===== src/hw/rtl/ubd_pkg.sv =====
// Shared widths, reset values and register codes for the baud divisor rescaler.
`timescale 1ns / 1ps

package ubd_pkg;

	localparam int BAUD_W  = 24;
	localparam int CAP_W   = 22;
	localparam int REF_W   = 24;
	localparam int CLK_W   = 32;
	localparam int INT_W   = 16;
	localparam int FRAC_W  = 6;
	localparam int WDATA_W = 32;
	localparam int IDX_W   = 2;

	// x16 oversampling on the clock path
	localparam int OVS_SHIFT   = 4;
	// six fraction bits plus one rounding bit
	localparam int ROUND_SHIFT = FRAC_W + 1;

	// dividend: cap * ref + baud/2 needs CAP_W + REF_W + 1 bits
	localparam int DIVIDEND_W = CAP_W + REF_W + 1;
	localparam int DIVISOR_W  = BAUD_W + OVS_SHIFT;
	// enough quotient bits to see a 16-bit integer plus 7 fraction bits
	localparam int QUO_W      = INT_W + ROUND_SHIFT;

	localparam logic [CAP_W-1:0] CAP_RESET = '0;
	localparam logic [REF_W-1:0] REF_RESET = REF_W'(115200);
	localparam logic [CLK_W-1:0] CLK_RESET = CLK_W'(24000000);

	typedef enum logic [IDX_W-1:0] {
		REG_CAPTURED = 2'd0,
		REG_REF_BAUD = 2'd1,
		REG_CLOCK_HZ = 2'd2
	} reg_idx_t;

	typedef struct packed {
		logic             done;
		logic             ovf;
		logic [QUO_W-1:0] quo;
	} div_stat_t;

endpackage


===== src/hw/rtl/ubd_serdiv.sv =====
// Bit-serial restoring divider, one quotient bit per cycle, sticky overflow.
`timescale 1ns / 1ps

module ubd_serdiv import ubd_pkg::*; (
	input  logic                  clk,
	input  logic                  arst_n,
	input  logic                  start,
	input  logic [DIVIDEND_W-1:0] dividend,
	input  logic [DIVISOR_W-1:0]  divisor,
	output div_stat_t             stat
);

	localparam int CNT_W = $clog2(DIVIDEND_W);

	logic [DIVIDEND_W-1:0] num_q;
	logic [DIVISOR_W-1:0]  den_q;
	logic [DIVISOR_W-1:0]  rem_q;
	logic [QUO_W-1:0]      quo_q;
	logic                  ovf_q;
	logic [CNT_W-1:0]      cnt_q;
	logic                  busy_q;
	logic                  done_q;

	logic [DIVISOR_W:0]    trial;
	logic [DIVISOR_W+1:0]  diff;
	logic                  ge;

	// shift in the next dividend bit, subtract if it fits
	assign trial = {rem_q, num_q[DIVIDEND_W-1]};
	assign diff  = {1'b0, trial} - {2'b00, den_q};
	assign ge    = ~diff[DIVISOR_W+1];

	always_ff @(posedge clk or negedge arst_n) begin
		if (!arst_n) begin
			busy_q <= 1'b0;
			done_q <= 1'b0;
			cnt_q  <= '0;
			num_q  <= '0;
			den_q  <= '0;
			rem_q  <= '0;
			quo_q  <= '0;
			ovf_q  <= 1'b0;
		end else begin
			done_q <= 1'b0;
			if (start && !busy_q) begin
				num_q  <= dividend;
				den_q  <= divisor;
				rem_q  <= '0;
				quo_q  <= '0;
				ovf_q  <= 1'b0;
				cnt_q  <= CNT_W'(DIVIDEND_W - 1);
				busy_q <= 1'b1;
			end else if (busy_q) begin
				num_q <= {num_q[DIVIDEND_W-2:0], 1'b0};
				rem_q <= ge ? diff[DIVISOR_W-1:0] : trial[DIVISOR_W-1:0];
				ovf_q <= ovf_q | quo_q[QUO_W-1];
				quo_q <= {quo_q[QUO_W-2:0], ge};
				if (cnt_q == '0) begin
					busy_q <= 1'b0;
					done_q <= 1'b1;
				end else begin
					cnt_q <= cnt_q - 1'b1;
				end
			end
		end
	end

	assign stat = '{done: done_q, ovf: ovf_q, quo: quo_q};

endmodule


===== config.mk =====
export PLATFORM = sky130hd
export DESIGN_NAME = ubd_serdiv
export DESIGN_NICKNAME = d
export VERILOG_FILES = /design/src/hw/rtl/ubd_pkg.sv /design/src/hw/rtl/ubd_serdiv.sv
export SDC_FILE = /design/constraint.sdc
export NUM_CORES = 1
export LEC_CHECK = 0
export BUFFER_PORTS_ARGS = -buffer_cell sky130_fd_sc_hd__buf_2
export CAP_MARGIN = 20
export CORE_MARGIN = 2
export CORE_UTILIZATION = 55
export CTS_CLUSTER_SIZE = 30
export DETAILED_ROUTE_END_ITERATION = 8
export PLACE_DENSITY = 0.83
export SYNTH_ARGS = -nofsm -noshare
export SYNTH_HDL_FRONTEND = slang
export SYNTH_SLANG_ARGS = --single-unit

===== constraint.sdc =====
create_clock -name clk -period 2.9 [get_ports clk]
set_input_delay 0.29 -clock clk [delete_from_list [all_inputs] [get_ports clk]]
set_output_delay 0.29 -clock clk [all_outputs]
set_load 0.005 [all_outputs]

==> run_results.csv <==
group,metric,value,unit
run_status,run_status,"finished clean",
logic_synthesis,synth_area,7430,µm²
logic_synthesis,ys_seq_area_share,45.4,%
clocking,path_clk_slew,0.06,ns
route,routedWlPerCell,15.2,µm
grt,grt_pass1_vias,5904,
layout,nFillCells,1072,
hold_path,hold_start,"divisor[3]",
setup_path,cp-start-kind,"flop",
grt,grt_usage,24.0,%
die,dieHeight,120,µm
layout,final_cells,1078,
run,cap_violations,0,
die,die_x,120,µm
hold_path,hp-class,"in2reg",
route,dr.pass1.iters,5,
placement,gp_congestion,0.874,
timing,setup_violations,0,
layout,multi_input_area,3720,µm²
power,power.density,1340,nW/µm²
placement,dpl.hpwl,10.8,mm
route,vias_per_cell,5.55,
setup_path,ff2ff_setup_slack,0.13,ns
die,dieArea,14500,µm²
clocking,htree_levels,4,
setup_path,arrival,3.08,ns
logic_synthesis,synth.area.top_cells,"dfrtp_1 45%, mux2i_1 11%, nand2_1 7.9%",
logic_synthesis,ys.flop_type,"dfrtp_1",
setup_path,crit_path_end_kind,"flop",
clocking,clock-sinks,135,
setup_path,cp-endpoint,"rem_q[26]$_DFFE_PN0P_",
placement,dpl_worst_slack,0.134,ns
route,drc,0,
die,num_rows,42,
logic_synthesis,ys_top_cells_by_count,"156 x nand2_1, 135 x dfrtp_1, 106 x o21ai_0",
clocking,clock_latency,0.42,ns
layout,drive_above_1_share,18.0,%
die,ioPinCount,103,
logic_synthesis,yosysMostFrequentCell,"nand2_1",
timing,finalHoldViolCount,0,
setup_path,worstPathRequired,3.21,ns
timing,fmax,0.361,GHz
logic_synthesis,avgSynthCellArea,9.27,µm²
logic_synthesis,syn_inst,802,
timing,tightest_slew,0.855,ns
clocking,cts_max_path_buffers,2,
power,ir_worst_vdd,0.000618,V
power,power,11.6,mW
clocking,post-cts-setup-buffer-count,0,
layout,layout.nets,997,
timing,max_slew_margin,43.0,%
setup_path,r2r_start,"num_q[46]$_DFFE_PN0P_",
grt,antenna_found_initial,1,
logic_synthesis,mappedNetlistNets,910,
route,postRouteAntennaNets,0,
layout,seqCellArea,3380,µm²
clocking,tritoncts,"yes",
logic_synthesis,async_flop_share,100,%
timing,finalClockSkew,0.00722,ns
layout,synthToLayoutAreaGrowth,17.1,%
clocking,cts_buffers,17,
timing,drv_slew,0,
power,p_leak,4.37,nW
logic_synthesis,yosys.cell_types.count,63,
timing,period_minus_slack,2.77,ns
die,start_util,56.1,%
grt,grt_overflow_total,0,
placement,placed_cells,1044,
setup_path,reg2reg_depth,12,
logic_synthesis,yosys_warnings,0,
timing,rsz0062_at_grt,"yes",
layout,diodes,0,
logic_synthesis,synth_top_area_share,45.4,%
route,vias,5982,
timing,holdWs,0.0717,ns
die,core_area,13200,µm²
logic_synthesis,synth_top_area_cell,"dfrtp_1",
timing,period_share,95.5,%
route,drt-total-wl,16.3,mm
clocking,root_buffer,"clkbuf_16",
logic_synthesis,ys_ff_latch,135,
setup_path,timing.rr.end,"rem_q[26]$_DFFE_PN0P_",
setup_path,crit_type,"reg2reg",
setup_path,crit_path_max_fanout,3,
logic_synthesis,synth_edf_count,0,
grt,grt_pass1_wl,27.8,mm
placement,port_buffers,102,
grt,grt_max_degree,71,
timing,setup_ws,0.130,ns
route,drt_iter0_drc,437,
setup_path,crit_path_start,"num_q[46]$_DFFE_PN0P_",
## worst max-delay path: stages (launching register included)
cell	delay, ns
dfrtp_1	0.39
inv_1	0.06
ha_1	0.15
inv_1	0.05
fa_1	0.40
a21o_1	0.22
a221oi_4	0.29
nor3_1	0.11
nor3_2	0.23
nor3_1	0.12
o32ai_2	0.32
mux2i_1	0.26
nand2_1	0.07
## logic make-up after synthesis
logic type / after synthesis / share of synthesized area, %
simple gates: 229 / 13.5
compound gates: 216 / 17.3
flops: 135 / 45.4
buf+inv: 88 / 4.93
mux: 81 / 10.9
fa+ha+maj: 30 / 5.15
xor+xnor: 23 / 2.71
## report_power, final
group / internal (mW) / total, mW / leakage [nW] / switching (mW)
registers: 2.77 / 3.30 / 1.66 / 0.531
logic: 2.77 / 6.21 / 2.43 / 3.44
clock network: 1.31 / 2.13 / 0.281 / 0.812
## flip-flops by register name, indices dropped and copies added, names as in the netlist
register	count
cnt_q	6
ovf_q	1
den_q	28
done_q	1
rem_q	28
quo_q	23
num_q	47
busy_q	1
## worst min-delay path by stage
stage                                 end  slack [ns]  depth (start not counted)
detailed placement  den_q[15]$_DFFE_PN0P_        0.29                          1
finish               den_q[3]$_DFFE_PN0P_        0.07                          3
global route         den_q[5]$_DFFE_PN0P_        0.07                          3
global placement    den_q[15]$_DFFE_PN0P_        0.28                          1
CTS                 den_q[21]$_DFFE_PN0P_        0.06                          3
floorplan                busy_q$_DFF_PN0_      -0.006                          0
## layer usage
metal	global-route usage, %	part of all wire, %
met3	8.40	6.1
met1	32.0	46
met5	0	0.080
met4	6.18	1.2
met2	37.8	47
## metrics by stage
step	TNS, ns	utilization (%)	cell area (µm²)
finish	0	65.7	8710
global route	-0.0200	65.7	8710
CTS	0	65.4	8650
detailed placement	0	60.9	8060
global placement	0	60.9	8060
floorplan	0	-	7430
## cell type report
cell class	count	area share [%]
Inverter	42	1.81
Clock buffer	22	5.33
Timing Repair Buffer	114	7.37
Tap cell	176	2.53
Clock inverter	10	1.38
Sequential cell	135	38.8
Multi-Input combinational cell	579	42.7
## what timing repair did
| item | 4_1_cts | 5_1_grt |
|---|---|---|
| hold buffers | 1 | 0 |
| hold endpoints to repair | 54 | 0 |
| resized for setup | 0 | 4 |
| setup endpoints to repair | 0 | 4 |
## cells in the final DEF (no fill, tap or decap), types with 6 or more instances in the layout
| cell type | netlist | routed |
|---|---|---|
| inv_1 | 41 | 41 |
| nand3_1 | 11 | 11 |
| nor2_1 | 20 | 19 |
| nor3b_1 | 6 | 6 |
| and3_1 | 7 | 7 |
| xnor2_1 | 11 | 11 |
| a21o_1 | 13 | 13 |
| dfrtp_1 | 135 | 134 |
| a21oi_1 | 44 | 44 |
| ha_1 | 29 | 29 |
| buf_4 | 2 | 9 |
| a31oi_1 | 9 | 9 |
| clkbuf_16 | 0 | 17 |
| buf_2 | 1 | 101 |
| xor2_1 | 12 | 12 |
| nand2_1 | 156 | 156 |
| o21ai_0 | 106 | 106 |
| mux2i_1 | 80 | 80 |
| o21a_1 | 7 | 7 |
Power figures use the tool's default switching activity.
